## config.mk

```make
export PLATFORM = sky130hd
export DESIGN_NAME = enigma_rotor_cipher
export DESIGN_NICKNAME = d
export VERILOG_FILES = /design/src/hdl/enig_pkg.sv /design/src/hdl/enigma_rotor_cipher.sv /design/src/hdl/enig_addmod.sv /design/src/hdl/enig_tables.sv /design/src/hdl/enig_ctrl.sv
export SDC_FILE = /design/constraint.sdc
export NUM_CORES = 2
export LEC_CHECK = 0
export BUFFER_PORTS_ARGS = -buffer_cell sky130_fd_sc_hd__clkbuf_2
export CORE_AREA = 3 3 502 504
export DETAILED_ROUTE_END_ITERATION = 10
export DIE_AREA = 0 0 505 507
export GPL_TIMING_DRIVEN = 0
export PLACE_DENSITY = 0.36
export SYNTH_ARGS = -nofsm -noshare
export SYNTH_HDL_FRONTEND = slang
export SYNTH_SLANG_ARGS = --single-unit
```

## constraint.sdc

```tcl
create_clock -name clk -period 6.9 [get_ports clk]
set_input_delay 0 -clock clk [delete_from_list [all_inputs] [get_ports clk]]
set_output_delay 0 -clock clk [all_outputs]
set_load 0.05 [all_outputs]
```

## src/hdl/enig_pkg.sv

```systemverilog
// Shared constants, command codes and table port types for the rotor cipher.
package enig_pkg;

    localparam int ALPHA           = 26;
    localparam int DEF_ROTOR_COUNT = 3;

    typedef logic [4:0] letter_t;
    typedef logic [2:0] cmd_t;

    localparam cmd_t CMD_ENCRYPT = 3'd0;
    localparam cmd_t CMD_PLUG    = 3'd1;
    localparam cmd_t CMD_WIRE    = 3'd2;
    localparam cmd_t CMD_REFL    = 3'd3;
    localparam cmd_t CMD_NOTCH   = 3'd4;
    localparam cmd_t CMD_POS     = 3'd5;

    typedef struct packed {
        logic    plug_we;
        letter_t plug_addr;
        letter_t plug_wdata;
        logic    refl_we;
        letter_t refl_addr;
        letter_t refl_wdata;
        logic    wir_we;
        letter_t wir_wdata;
        letter_t wir_contact;
        logic    inv_we;
        letter_t inv_wdata;
        letter_t inv_contact;
        logic    notch_we;
        logic    notch_wdata;
    } enig_tbl_req_t;

    typedef struct packed {
        letter_t plug_rd;
        letter_t refl_rd;
        letter_t wir_rd;
        letter_t inv_rd;
        logic    notch_rd;
    } enig_tbl_rsp_t;

endpackage

```

## src/hdl/enigma_rotor_cipher.sv

```systemverilog
// Top level of the rotor cipher: stream ports, sequencer and table memories.
//
//  channel   dir   tdata                                        tuser
//  s_axis    in    letter, rotor_index, table_index,            command
//                  table_value, notch_flag
//  m_axis    out   cipher_letter                                letter_valid
//
// Encrypt items run through one shared modulo-26 adder and one registered read per
// table pass. Plug and reflector loads write both entries of the pair.
// Reset clears rotor positions; unwritten tables read as identity, notches clear.
// A result waits in the output register; the next item is taken meanwhile.
module enigma_rotor_cipher
#(
    parameter int ROTOR_COUNT = enig_pkg::DEF_ROTOR_COUNT
)
(
    input  logic        clk,
    input  logic        rst_n,
    input  logic        s_axis_tvalid,
    output logic        s_axis_tready,
    input  logic [23:0] s_axis_tdata,  // letter, rotor_index, table_index, table_value, notch_flag
    input  logic [2:0]  s_axis_tuser,  // command
    output logic        m_axis_tvalid,
    input  logic        m_axis_tready,
    output logic [7:0]  m_axis_tdata,  // cipher_letter
    output logic        m_axis_tuser   // letter_valid
);

    localparam int AW = $clog2(ROTOR_COUNT * enig_pkg::ALPHA);

    enig_pkg::enig_tbl_req_t req;
    enig_pkg::enig_tbl_rsp_t rsp;
    logic [AW-1:0]           wir_addr, inv_addr, notch_addr;
    enig_pkg::letter_t       cipher_letter;

    enig_ctrl #(.ROTOR_COUNT(ROTOR_COUNT)) u_ctrl
    (
        .clk           (clk),
        .rst_n         (rst_n),
        .in_valid      (s_axis_tvalid),
        .in_ready      (s_axis_tready),
        .command       (s_axis_tuser),
        .letter        (s_axis_tdata[4:0]),
        .rotor_index   (s_axis_tdata[7:5]),
        .table_index   (s_axis_tdata[12:8]),
        .table_value   (s_axis_tdata[17:13]),
        .notch_flag    (s_axis_tdata[18]),
        .out_valid     (m_axis_tvalid),
        .out_ready     (m_axis_tready),
        .cipher_letter (cipher_letter),
        .letter_valid  (m_axis_tuser),
        .req           (req),
        .wir_addr      (wir_addr),
        .inv_addr      (inv_addr),
        .notch_addr    (notch_addr),
        .rsp           (rsp)
    );

    enig_tables #(.ROTOR_COUNT(ROTOR_COUNT)) u_tables
    (
        .clk        (clk),
        .rst_n      (rst_n),
        .req        (req),
        .wir_addr   (wir_addr),
        .inv_addr   (inv_addr),
        .notch_addr (notch_addr),
        .rsp        (rsp)
    );

    assign m_axis_tdata = {3'b000, cipher_letter};

endmodule

```

## src/hdl/enig_addmod.sv

```systemverilog
// Shared modulo-26 adder used for rotor stepping and rotor offsets.
module enig_addmod
(
    input  enig_pkg::letter_t a,
    input  enig_pkg::letter_t b,
    output enig_pkg::letter_t sum
);

    logic [5:0] raw;

    assign raw = {1'b0, a} + {1'b0, b};

    always_comb
    begin
        if (raw >= 6'(enig_pkg::ALPHA))
        begin
            sum = 5'(raw - 6'(enig_pkg::ALPHA));
        end
        else
        begin
            sum = raw[4:0];
        end
    end

endmodule

```

## src/hdl/enig_tables.sv

```systemverilog
// Plugboard, reflector, rotor wiring, inverse and notch memories with registered reads.
module enig_tables
#(
    parameter int ROTOR_COUNT = enig_pkg::DEF_ROTOR_COUNT
)
(
    input  logic                         clk,
    input  logic                         rst_n,
    input  enig_pkg::enig_tbl_req_t      req,
    input  logic [$clog2(ROTOR_COUNT*enig_pkg::ALPHA)-1:0] wir_addr,
    input  logic [$clog2(ROTOR_COUNT*enig_pkg::ALPHA)-1:0] inv_addr,
    input  logic [$clog2(ROTOR_COUNT*enig_pkg::ALPHA)-1:0] notch_addr,
    output enig_pkg::enig_tbl_rsp_t      rsp
);

    localparam int DEPTH = ROTOR_COUNT * enig_pkg::ALPHA;

    enig_pkg::letter_t plug_mem  [enig_pkg::ALPHA];
    enig_pkg::letter_t refl_mem  [enig_pkg::ALPHA];
    enig_pkg::letter_t wir_mem   [DEPTH];
    enig_pkg::letter_t inv_mem   [DEPTH];
    logic              notch_mem [DEPTH];

    logic [enig_pkg::ALPHA-1:0] plug_vld_reg;
    logic [enig_pkg::ALPHA-1:0] refl_vld_reg;
    logic [DEPTH-1:0]           wir_vld_reg;
    logic [DEPTH-1:0]           inv_vld_reg;
    logic [DEPTH-1:0]           notch_vld_reg;

    enig_pkg::letter_t plug_q_reg, refl_q_reg, wir_q_reg, inv_q_reg;
    enig_pkg::letter_t plug_id_reg, refl_id_reg, wir_id_reg, inv_id_reg;
    logic              notch_q_reg;
    logic              plug_hit_reg, refl_hit_reg, wir_hit_reg, inv_hit_reg, notch_hit_reg;

    always_ff @(posedge clk or negedge rst_n)
    begin
        if (!rst_n)
        begin
            plug_vld_reg  <= '0;
            refl_vld_reg  <= '0;
            wir_vld_reg   <= '0;
            inv_vld_reg   <= '0;
            notch_vld_reg <= '0;
        end
        else
        begin
            if (req.plug_we)
            begin
                plug_vld_reg[req.plug_addr] <= 1'b1;
            end
            if (req.refl_we)
            begin
                refl_vld_reg[req.refl_addr] <= 1'b1;
            end
            if (req.wir_we)
            begin
                wir_vld_reg[wir_addr] <= 1'b1;
            end
            if (req.inv_we)
            begin
                inv_vld_reg[inv_addr] <= 1'b1;
            end
            if (req.notch_we)
            begin
                notch_vld_reg[notch_addr] <= 1'b1;
            end
        end
    end

    always_ff @(posedge clk)
    begin
        if (req.plug_we)
        begin
            plug_mem[req.plug_addr] <= req.plug_wdata;
        end
        if (req.refl_we)
        begin
            refl_mem[req.refl_addr] <= req.refl_wdata;
        end
        if (req.wir_we)
        begin
            wir_mem[wir_addr] <= req.wir_wdata;
        end
        if (req.inv_we)
        begin
            inv_mem[inv_addr] <= req.inv_wdata;
        end
        if (req.notch_we)
        begin
            notch_mem[notch_addr] <= req.notch_wdata;
        end

        plug_q_reg    <= plug_mem[req.plug_addr];
        plug_hit_reg  <= plug_vld_reg[req.plug_addr];
        plug_id_reg   <= req.plug_addr;
        refl_q_reg    <= refl_mem[req.refl_addr];
        refl_hit_reg  <= refl_vld_reg[req.refl_addr];
        refl_id_reg   <= req.refl_addr;
        wir_q_reg     <= wir_mem[wir_addr];
        wir_hit_reg   <= wir_vld_reg[wir_addr];
        wir_id_reg    <= req.wir_contact;
        inv_q_reg     <= inv_mem[inv_addr];
        inv_hit_reg   <= inv_vld_reg[inv_addr];
        inv_id_reg    <= req.inv_contact;
        notch_q_reg   <= notch_mem[notch_addr];
        notch_hit_reg <= notch_vld_reg[notch_addr];
    end

    // unwritten entries read as identity, notches as clear
    assign rsp.plug_rd  = plug_hit_reg  ? plug_q_reg : plug_id_reg;
    assign rsp.refl_rd  = refl_hit_reg  ? refl_q_reg : refl_id_reg;
    assign rsp.wir_rd   = wir_hit_reg   ? wir_q_reg  : wir_id_reg;
    assign rsp.inv_rd   = inv_hit_reg   ? inv_q_reg  : inv_id_reg;
    assign rsp.notch_rd = notch_hit_reg & notch_q_reg;

endmodule

```

## src/hdl/enig_ctrl.sv

```systemverilog
// Sequencer: command decode, rotor stepping, letter path and output register.
module enig_ctrl
#(
    parameter int ROTOR_COUNT = enig_pkg::DEF_ROTOR_COUNT
)
(
    input  logic                    clk,
    input  logic                    rst_n,
    input  logic                    in_valid,
    output logic                    in_ready,
    input  enig_pkg::cmd_t          command,
    input  enig_pkg::letter_t       letter,
    input  logic [2:0]              rotor_index,
    input  enig_pkg::letter_t       table_index,
    input  enig_pkg::letter_t       table_value,
    input  logic                    notch_flag,
    output logic                    out_valid,
    input  logic                    out_ready,
    output enig_pkg::letter_t       cipher_letter,
    output logic                    letter_valid,
    output enig_pkg::enig_tbl_req_t req,
    output logic [$clog2(ROTOR_COUNT*enig_pkg::ALPHA)-1:0] wir_addr,
    output logic [$clog2(ROTOR_COUNT*enig_pkg::ALPHA)-1:0] inv_addr,
    output logic [$clog2(ROTOR_COUNT*enig_pkg::ALPHA)-1:0] notch_addr,
    input  enig_pkg::enig_tbl_rsp_t rsp
);

    localparam int AW = $clog2(ROTOR_COUNT * enig_pkg::ALPHA);
    localparam int KW = (ROTOR_COUNT > 1) ? $clog2(ROTOR_COUNT) : 1;

    typedef enum logic [4:0] {
        S_IDLE, S_STEP, S_NOTCH, S_P1, S_P1C, S_FA, S_FB, S_R, S_RC,
        S_BA, S_BB, S_P2, S_P2C, S_PW1, S_PW2, S_RW1, S_RW2, S_WW,
        S_NW, S_POSW, S_DONE
    } state_t;

    state_t            state_reg, state_next;
    logic [KW-1:0]     k_reg, k_next;
    enig_pkg::letter_t x_reg, x_next;
    enig_pkg::letter_t ti_reg, ti_next;
    enig_pkg::letter_t tv_reg, tv_next;
    logic              nf_reg, nf_next;
    logic              step_reg, step_next;
    logic              enc_reg, enc_next;
    enig_pkg::letter_t pos_reg [ROTOR_COUNT];
    enig_pkg::letter_t pos_next [ROTOR_COUNT];
    logic              m_valid_reg, m_valid_next;
    enig_pkg::letter_t m_letter_reg, m_letter_next;
    logic              m_flag_reg, m_flag_next;

    enig_pkg::letter_t am_a, am_b, am_sum;
    enig_pkg::letter_t pos_k, pos_neg;
    enig_pkg::letter_t wir_col, inv_col, notch_col;
    logic [AW-1:0]     rot_base;
    logic              idx_ok, rot_ok, accept;

    enig_addmod u_addmod
    (
        .a   (am_a),
        .b   (am_b),
        .sum (am_sum)
    );

    assign pos_k    = pos_reg[k_reg];
    assign pos_neg  = 5'(enig_pkg::ALPHA) - pos_k;
    assign rot_base = AW'(k_reg) * AW'(enig_pkg::ALPHA);

    assign in_ready      = (state_reg == S_IDLE);
    assign accept        = in_valid && in_ready;
    assign idx_ok        = (table_index < 5'(enig_pkg::ALPHA))
                           && (table_value < 5'(enig_pkg::ALPHA));
    assign rot_ok        = ({1'b0, rotor_index} < 4'(ROTOR_COUNT));
    assign out_valid     = m_valid_reg;
    assign cipher_letter = m_letter_reg;
    assign letter_valid  = m_flag_reg;

    // shared adder operands
    always_comb
    begin
        am_a = x_reg;
        am_b = '0;
        unique case (state_reg)
            S_STEP:
            begin
                am_a = pos_k;
                am_b = {4'b0, step_reg};
            end
            S_FA, S_BA:
            begin
                am_a = x_reg;
                am_b = pos_k;
            end
            S_FB:
            begin
                am_a = rsp.wir_rd;
                am_b = pos_neg;
            end
            S_BB:
            begin
                am_a = rsp.inv_rd;
                am_b = pos_neg;
            end
            default:
            begin
                am_a = x_reg;
                am_b = '0;
            end
        endcase
    end

    // table requests
    always_comb
    begin
        req             = '0;
        req.plug_addr   = x_reg;
        req.refl_addr   = x_reg;
        wir_col         = am_sum;
        inv_col         = am_sum;
        notch_col       = am_sum;
        unique case (state_reg)
            S_PW1:
            begin
                req.plug_we    = 1'b1;
                req.plug_addr  = ti_reg;
                req.plug_wdata = tv_reg;
            end
            S_PW2:
            begin
                req.plug_we    = 1'b1;
                req.plug_addr  = tv_reg;
                req.plug_wdata = ti_reg;
            end
            S_RW1:
            begin
                req.refl_we    = 1'b1;
                req.refl_addr  = ti_reg;
                req.refl_wdata = tv_reg;
            end
            S_RW2:
            begin
                req.refl_we    = 1'b1;
                req.refl_addr  = tv_reg;
                req.refl_wdata = ti_reg;
            end
            S_WW:
            begin
                req.wir_we    = 1'b1;
                req.wir_wdata = tv_reg;
                wir_col       = ti_reg;
                req.inv_we    = 1'b1;
                req.inv_wdata = ti_reg;
                inv_col       = tv_reg;
            end
            S_NW:
            begin
                req.notch_we    = 1'b1;
                req.notch_wdata = nf_reg;
                notch_col       = ti_reg;
            end
            default:
            begin
            end
        endcase
        req.wir_contact = wir_col;
        req.inv_contact = inv_col;
    end

    assign wir_addr   = rot_base + AW'(wir_col);
    assign inv_addr   = rot_base + AW'(inv_col);
    assign notch_addr = rot_base + AW'(notch_col);

    always_comb
    begin
        state_next    = state_reg;
        k_next        = k_reg;
        x_next        = x_reg;
        ti_next       = ti_reg;
        tv_next       = tv_reg;
        nf_next       = nf_reg;
        step_next     = step_reg;
        enc_next      = enc_reg;
        pos_next      = pos_reg;
        m_valid_next  = m_valid_reg && !out_ready;
        m_letter_next = m_letter_reg;
        m_flag_next   = m_flag_reg;

        unique case (state_reg)
            S_IDLE:
            begin
                if (accept)
                begin
                    x_next     = letter;
                    ti_next    = table_index;
                    tv_next    = table_value;
                    nf_next    = notch_flag;
                    k_next     = KW'(rotor_index);
                    enc_next   = 1'b0;
                    state_next = S_DONE;
                    unique case (command)
                        enig_pkg::CMD_ENCRYPT:
                        begin
                            if (letter < 5'(enig_pkg::ALPHA))
                            begin
                                k_next     = KW'(ROTOR_COUNT - 1);
                                step_next  = 1'b1;
                                state_next = S_STEP;
                            end
                        end
                        enig_pkg::CMD_PLUG:
                        begin
                            if (idx_ok)
                            begin
                                state_next = S_PW1;
                            end
                        end
                        enig_pkg::CMD_REFL:
                        begin
                            if (idx_ok)
                            begin
                                state_next = S_RW1;
                            end
                        end
                        enig_pkg::CMD_WIRE:
                        begin
                            if (idx_ok && rot_ok)
                            begin
                                state_next = S_WW;
                            end
                        end
                        enig_pkg::CMD_NOTCH:
                        begin
                            if ((table_index < 5'(enig_pkg::ALPHA)) && rot_ok)
                            begin
                                state_next = S_NW;
                            end
                        end
                        enig_pkg::CMD_POS:
                        begin
                            if ((table_value < 5'(enig_pkg::ALPHA)) && rot_ok)
                            begin
                                state_next = S_POSW;
                            end
                        end
                        default:
                        begin
                            state_next = S_DONE;
                        end
                    endcase
                end
            end
            S_STEP:
            begin
                pos_next[k_reg] = am_sum;
                state_next      = S_NOTCH;
            end
            S_NOTCH:
            begin
                step_next = rsp.notch_rd;
                if (k_reg == '0)
                begin
                    state_next = S_P1;
                end
                else
                begin
                    k_next     = k_reg - 1'b1;
                    state_next = S_STEP;
                end
            end
            S_P1:
            begin
                state_next = S_P1C;
            end
            S_P1C:
            begin
                x_next     = rsp.plug_rd;
                k_next     = KW'(ROTOR_COUNT - 1);
                state_next = S_FA;
            end
            S_FA:
            begin
                state_next = S_FB;
            end
            S_FB:
            begin
                x_next = am_sum;
                if (k_reg == '0)
                begin
                    state_next = S_R;
                end
                else
                begin
                    k_next     = k_reg - 1'b1;
                    state_next = S_FA;
                end
            end
            S_R:
            begin
                state_next = S_RC;
            end
            S_RC:
            begin
                x_next     = rsp.refl_rd;
                k_next     = '0;
                state_next = S_BA;
            end
            S_BA:
            begin
                state_next = S_BB;
            end
            S_BB:
            begin
                x_next = am_sum;
                if (k_reg == KW'(ROTOR_COUNT - 1))
                begin
                    state_next = S_P2;
                end
                else
                begin
                    k_next     = k_reg + 1'b1;
                    state_next = S_BA;
                end
            end
            S_P2:
            begin
                state_next = S_P2C;
            end
            S_P2C:
            begin
                x_next     = rsp.plug_rd;
                enc_next   = 1'b1;
                state_next = S_DONE;
            end
            S_PW1:
            begin
                state_next = S_PW2;
            end
            S_RW1:
            begin
                state_next = S_RW2;
            end
            S_PW2, S_RW2, S_WW, S_NW:
            begin
                state_next = S_DONE;
            end
            S_POSW:
            begin
                pos_next[k_reg] = tv_reg;
                state_next      = S_DONE;
            end
            S_DONE:
            begin
                if (!m_valid_reg || out_ready)
                begin
                    m_valid_next  = 1'b1;
                    m_letter_next = enc_reg ? x_reg : '0;
                    m_flag_next   = enc_reg;
                    state_next    = S_IDLE;
                end
            end
            default:
            begin
                state_next = S_IDLE;
            end
        endcase
    end

    always_ff @(posedge clk or negedge rst_n)
    begin
        if (!rst_n)
        begin
            state_reg    <= S_IDLE;
            m_valid_reg  <= 1'b0;
            for (int i = 0; i < ROTOR_COUNT; i++)
            begin
                pos_reg[i] <= '0;
            end
            k_reg        <= '0;
            x_reg        <= '0;
            ti_reg       <= '0;
            tv_reg       <= '0;
            nf_reg       <= 1'b0;
            step_reg     <= 1'b0;
            enc_reg      <= 1'b0;
            m_letter_reg <= '0;
            m_flag_reg   <= 1'b0;
        end
        else
        begin
            state_reg    <= state_next;
            m_valid_reg  <= m_valid_next;
            pos_reg      <= pos_next;
            k_reg        <= k_next;
            x_reg        <= x_next;
            ti_reg       <= ti_next;
            tv_reg       <= tv_next;
            nf_reg       <= nf_next;
            step_reg     <= step_next;
            enc_reg      <= enc_next;
            m_letter_reg <= m_letter_next;
            m_flag_reg   <= m_flag_next;
        end
    end

endmodule

```

# ---- Word-level counts from Yosys, hierarchy flattened
# Memories as Yosys holds them, arrays and structs flattened. A register that Yosys moved wholly into a read port is not among the register bits.
# Index checks and enable logic that the tools add are counted.
dict set report totals {
  regBits 358
  mem_bits_rw 1118
  input_bits 31
  out_inout_bits 11
  elab_cells 216
  mem_count 5
}
dict set report op_classes {
  add_sub_neg 8
  n_mul 1
  n_lt_le_gt_ge 17
  n_eq_ne 32
  muxes 83
  bitwise_logic 7
  reduce_logical 35
}
# name depth width rd rd_clocked_by_memory_dff write_ports line
set memory_table {}
lappend memory_table {u_tables.inv_mem 78 5 1 1 1 enig_tables.sv:21} ;# enig_pkg::letter_t inv_mem [DEPTH];
lappend memory_table {u_tables.wir_mem 78 5 1 1 1 enig_tables.sv:20} ;# enig_pkg::letter_t wir_mem [DEPTH];
lappend memory_table {u_tables.plug_mem 26 5 1 1 1 enig_tables.sv:18} ;# enig_pkg::letter_t plug_mem [enig_pkg::ALPHA];
lappend memory_table {u_tables.refl_mem 26 5 1 1 1 enig_tables.sv:19} ;# enig_pkg::letter_t refl_mem [enig_pkg::ALPHA];
lappend memory_table {u_tables.notch_mem 78 1 1 1 1 enig_tables.sv:22} ;# logic notch_mem [DEPTH];
# cell count
set op_table {}
lappend op_table {{bitwise OR 78 bit} 3}
lappend op_table {{2-to-1 mux 5 bit} 18}
lappend op_table {{one-hot mux 5 bit (16 select lines)} 1}
lappend op_table {{bitwise OR 26 bit} 2}
lappend op_table {{one-hot mux 11 bit (2 select lines)} 2}
lappend op_table {{== test 5 x 4 -> 1 bit, second input constant} 8}
lappend op_table {{bitwise mux 15 bit} 2}
lappend op_table {{one-hot mux 15 bit (2 select lines)} 1}
lappend op_table {{one-hot mux 5 bit (3 select lines)} 2}
lappend op_table {{one-hot mux 5 bit (6 select lines)} 1}
lappend op_table {{2-to-1 mux 1 bit} 26}
lappend op_table {{== test 5 bit, second input constant} 5}
lappend op_table {{< comparator 7 x 8 -> 1 bit, second input constant} 3}
lappend op_table {{adder 7 x 5 -> 7 bit} 3}
lappend op_table {{binary-select mux 1 bit (select 7 bit)} 3}
lappend op_table {{demux 1 bit (select 7 bit)} 3}
lappend op_table {{>= comparator 7 x 1 -> 1 bit, second input constant} 3}
lappend op_table {{== test 5 x 3 -> 1 bit, second input constant} 4}
lappend op_table {{one-hot mux 5 bit (4 select lines)} 1}
lappend op_table {{2-to-1 mux 2 bit} 9}
lappend op_table {{< comparator 5 bit, second input constant} 3}
lappend op_table {{logical AND 1 bit} 12}
lappend op_table {{< comparator 5 x 6 -> 1 bit, second input constant} 2}
lappend op_table {{2-to-1 mux 6 bit} 2}
lappend op_table {{other kinds (40)} 64}

# ---- Depth between registers and ports, before layout
dict set report depth {
  ltp_word 16
  depth_mapped 31
  depth_no_buf 27
}

# ---- Hierarchy
# From an unflattened synthesis, not the netlist that was laid out.
dict set report hier_totals {
  cells_unflattened 3888
  hier_area_um2 61433.9
}
# mod n_inst cells_per_inst area_per_inst_um2 seq_area_each_um2
set by_module_without_submodules {}
lappend by_module_without_submodules {enig_tables 1 3418 57272.4 41649.9}
lappend by_module_without_submodules {enig_ctrl 1 432 3849.9 1176.1}
lappend by_module_without_submodules {enig_addmod 1 34 285.3 0.0}
lappend by_module_without_submodules {enigma_rotor_cipher 1 4 26.3 0.0}

# ---- Worst setup path after synthesis
# OpenSTA, ideal clock, no wires.
dict set report synth_path {
  path_type {flip-flop to flip-flop}
  from {register u_ctrl.state_reg[2]}
  to {register u_tables.inv_q_reg[2] (read register of u_tables.inv_mem)}
  setup_ns 0.119
  t_arrival_ns 6.109
  required_ns 6.781
  path_slack_ns 0.672
  path_stages_with_launch 28
  n_path_buf 8
  synth_period_minus_slack_ns 6.228
  path_cell_list {dfrtp_1 > buf_2 > clkbuf_1 > nor2b_1 > o21a_1 > nor2_1 > a21oi_1 > o21ai_0 > ha_1 > fa_1 > a21o_1 > a21oi_1 > xnor2_1 > o211ai_1 > nand2_1 > mux2i_1 > a21oi_1 > fa_1 > buf_2 > buf_1 > buf_2 > buf_4 > clkbuf_1 > buf_1 > mux2i_1 > o22ai_1 > o21ai_0 > nand2_1}
}
dict set report synth_via {
  elab_chain_len 8
  elab_cells_between_ends 16
  classes_between {add/sub: 3; order compare: 1; eq/ne: 6; mux: 4; reduce/logical: 2}
}
# element line
set synth_rtl {}
lappend synth_rtl {{start, declared} enig_ctrl.sv:37} ;# state_t state_reg, state_next;
lappend synth_rtl {{start signal, assigned} enig_ctrl.sv:389} ;# state_reg <= state_next;
lappend synth_rtl {{== test 5 x 3 -> 1 bit or == test 5 x 4 -> 1 bit (tied branches)} enig_ctrl.sv:82} ;# unique case (state_reg)
lappend synth_rtl {{OR reduction 2 bit (on tied branches)} --}
lappend synth_rtl {{one-hot mux 5 bit (3 select lines)} enig_ctrl.sv:82}
lappend synth_rtl {{adder 5 x 5 -> 6 bit} enig_addmod.sv:11} ;# assign raw = {1'b0, a} + {1'b0, b};
lappend synth_rtl {{subtractor 5 bit or >= comparator 6 x 5 -> 1 bit (tied branches)} {enig_addmod.sv:17, enig_addmod.sv:15}}
lappend synth_rtl {{2-to-1 mux 5 bit} enig_addmod.sv:15} ;# if (raw >= 6'(enig_pkg::ALPHA))
lappend synth_rtl {{2-to-1 mux 5 bit (*)} enig_ctrl.sv:120} ;# unique case (state_reg)
lappend synth_rtl {{adder 7 x 5 -> 7 bit (*)} enig_ctrl.sv:169} ;# assign inv_addr = rot_base + AW'(inv_col);
lappend synth_rtl {{end, declared} enig_tables.sv:30} ;# enig_pkg::letter_t plug_q_reg, refl_q_reg, wir_q_reg, inv_q_reg;
# Every way passes the cells marked *; elsewhere a longest branch is shown, timed or not.
# A chain may end at the register's enable or synchronous reset.

==> results.yml <==
critical_path:
  startpoint_type: "flop"
  cp-end-kind: "flop"
  worstSetupPathType: "flop to flop"
  r2r_slack_ps: 120
  critPathRequiredTime_ps: 7640
  critPathArrivalTime_ps: 7520
  crit_path_max_fanout: 10
layout:
  fill_cells: 24873
  multi_input_area_um2: 19900
  area_growth_pct: 22.3
  regArea_um2: 42800
  final_nets: 4593
  fin_cells: 8028
  drive_above_1_share: 0.284
  final_core_util: 0.305
  reg_top3: "u_tables.inv_mem (390), u_tables.wir_mem (390)"
detailed_routing:
  wire_per_inst_um: 29.6
  firstDrtPassIters: 5
  num_vias: 39588
  drtAntennaViolNets: 0
  drt_wl_total_um: 237000
  drc: 0
  via_per_inst: 4.93
  drt_iter0_drc: 4058
floorplan:
  rows: 183
  die_y_um: 507
  die-width_um: 505
  ios: 42
  dieArea_um2: 256000
  start_util: 0.250
  core_um2: 248000
sta:
  worstMarginPinSlew_ps: 1400
  hold_violations: 0
  slew_headroom: 0.0637
  fin_crit_ps: 6780
  skew_ps: 72.6
  rsz0062_at_grt: "yes"
  holdWs_ps: 78.1
  max_freq_ghz: 0.148
  period_share: 0.982
  final_max_slew_viol_count: 0
  setup_violations: 0
flow_run:
  maxCapViolCount: 0
placement:
  gp_congestion: 0.886
  dp_hpwl_um: 159000
  port_buffers: 33
  placedCellCount: 7636
synth:
  ys_warn_count: 0
  yosysSeqAreaShare: 0.691
  synth_top_area_cell: "edfxtp_1"
  synth.avg_cell_area_um2: 14.6
  ys_types: 94
  yosys-top-cells-area: "edfxtp_1 (54%), dfrtp_1 (13%), mux4_2 (6.0%), mux2i_1 (3.4%), or2_2 (2.8%)"
  syn_inst: 4248
  synth-seq-cells: 1497
  synthTopCellsByCount: "edfxtp_1 (1118), nor2_1 (427), nand2_1 (342), dfrtp_1 (333), or2_2 (274)"
  post-synth-top-count-cell: "edfxtp_1"
  synth_area_um2: 62000
  yosys.area.top_type_share: 0.542
  synthFlopType: "edfxtp_1"
  synth_edf_count: 1118
  ys_async_sr_fraction: 0.222
grt:
  grt_pass1_wl_um: 331000
  grt_remaining_overflow: 0
  grt_pass1_vias: 40071
  antenna_found_initial: 12
  track_usage: 0.182
  grt_max_degree: 94
clock_network:
  cts_tree: "built"
  cts.sinks: 1497
  cts_buffer_depth: 3
  clkSlewWorstSetupHoldPaths_ps: 60
  numCtsBuffers: 178
  clockRootBuffer: "clkbuf_16"
  cts_max_level: 4
  clock_latency_ps: 840
outcome:
  status: "finished, final reports clean"
hold_path:
  worstHoldPathType: "primary input to flop"
layout by cell type, fill, tap and decap left out, types with 40 or more instances in the layout:
cell / count
or2_2: 273
nor2_1: 252
nand2_1: 315
edfxtp_1: 1118
mux2i_1: 202
dfrtp_1: 330
nor2_4: 111
nand3_1: 81
mux2_2: 55
nor2_2: 67
clkbuf_16: 179
o22ai_1: 56
mux4_2: 165
a21oi_1: 161
buf_2: 47
buf_4: 46
o21ai_0: 115
clkinv_2: 40
a22oi_1: 50
dfxtp_1: 46
clkbuf_1: 73
clkbuf_2: 49
timing repair:
item	in CTS	in global routing
resized for setup	500	203
pin swaps	6	23
endpoints found under the setup margin	1106	942
setup buffers	7	11
hold endpoints to repair	266	0
hold buffers	36	0
through the flow:
stage	TNS (ps)	area, µm²	setup WS (ps)
floorplan	0	62000	672
global placement	-4511280	66300	-5060
detailed placement	-2390960	66900	-4320
CTS	-5760	74900	-119
global route	-138	75800	-103
finish	0	75800	125
cells by family after synthesis:
| group | Yosys count | share of synthesized area |
|---|---|---|
| AO/OA/AOI/OAI | 710 | 0.0767 |
| XOR/XNOR | 25 | 0.00353 |
| adder cells (fa/ha/maj) | 27 | 0.00594 |
| buffers and inverters | 245 | 0.0178 |
| flip-flops | 1497 | 0.691 |
| multiplexers | 433 | 0.104 |
| other | 1 | 0.0000605 |
| AND/OR/NAND/NOR | 1310 | 0.101 |
worst max-delay path, stage by stage (launching register included):
cell and delay (ps):
dfxtp_1 660, mux2i_2 520, o22ai_1 160, a21oi_1 150, o21ai_0 130, ha_2 220, fa_2 370, a21o_1 180
a21oi_2 160, xnor2_2 100, o211ai_1 140, nand2_2 180, xnor2_4 200, o21bai_1 200, ha_2 230, inv_1 50
fa_1 470, xor2_1 260, clkbuf_2 320, nor2_2 540, nand3_2 420, a2111oi_2 620, o21ai_0 160, nand4_1 240
worst paths after layout:
kind	startpoint	cells past startpoint	end
setup / recovery	u_tables.wir_hit_reg	23	u_tables.inv_hit_reg
hold / removal	s_axis_tdata[14]	3	u_ctrl.tv_reg[1]
setup reg to reg	u_tables.wir_hit_reg	23	u_tables.inv_hit_reg
hold reg to reg	u_tables.wir_vld_reg[62]	1	u_tables.wir_vld_reg[62]
max in group asynchronous	rst_n	6	u_tables.notch_vld_reg[21]
min in group asynchronous	rst_n	3	u_tables.wir_vld_reg[0]
metal layers:
| metal | vias to the layer above | GRT usage | wire, µm |
|---|---|---|---|
| met5 | - | 0 | 0 |
| met4 | 0 | 0.0526 | 7100 |
| met3 | 339 | 0.0287 | 12700 |
| met2 | 1401 | 0.285 | 108000 |
| met1 | 21017 | 0.259 | 110000 |
| li1 | 16831 | - | - |
area by class of cell:
cell class,instances,area share
flip-flops and latches,1497,0.565
diodes,8,0.000264
well taps,3330,0.0550
clock buffers,243,0.0654
plain buffers,200,0.0193
multi-input cells,2508,0.263
inverters,40,0.00203
repair buffers,110,0.0159
clock inverters,92,0.0142
Power is left out: the tool's default activity adds up to more than one toggle a clock period on the data nets, which glitch-free logic cannot reach.
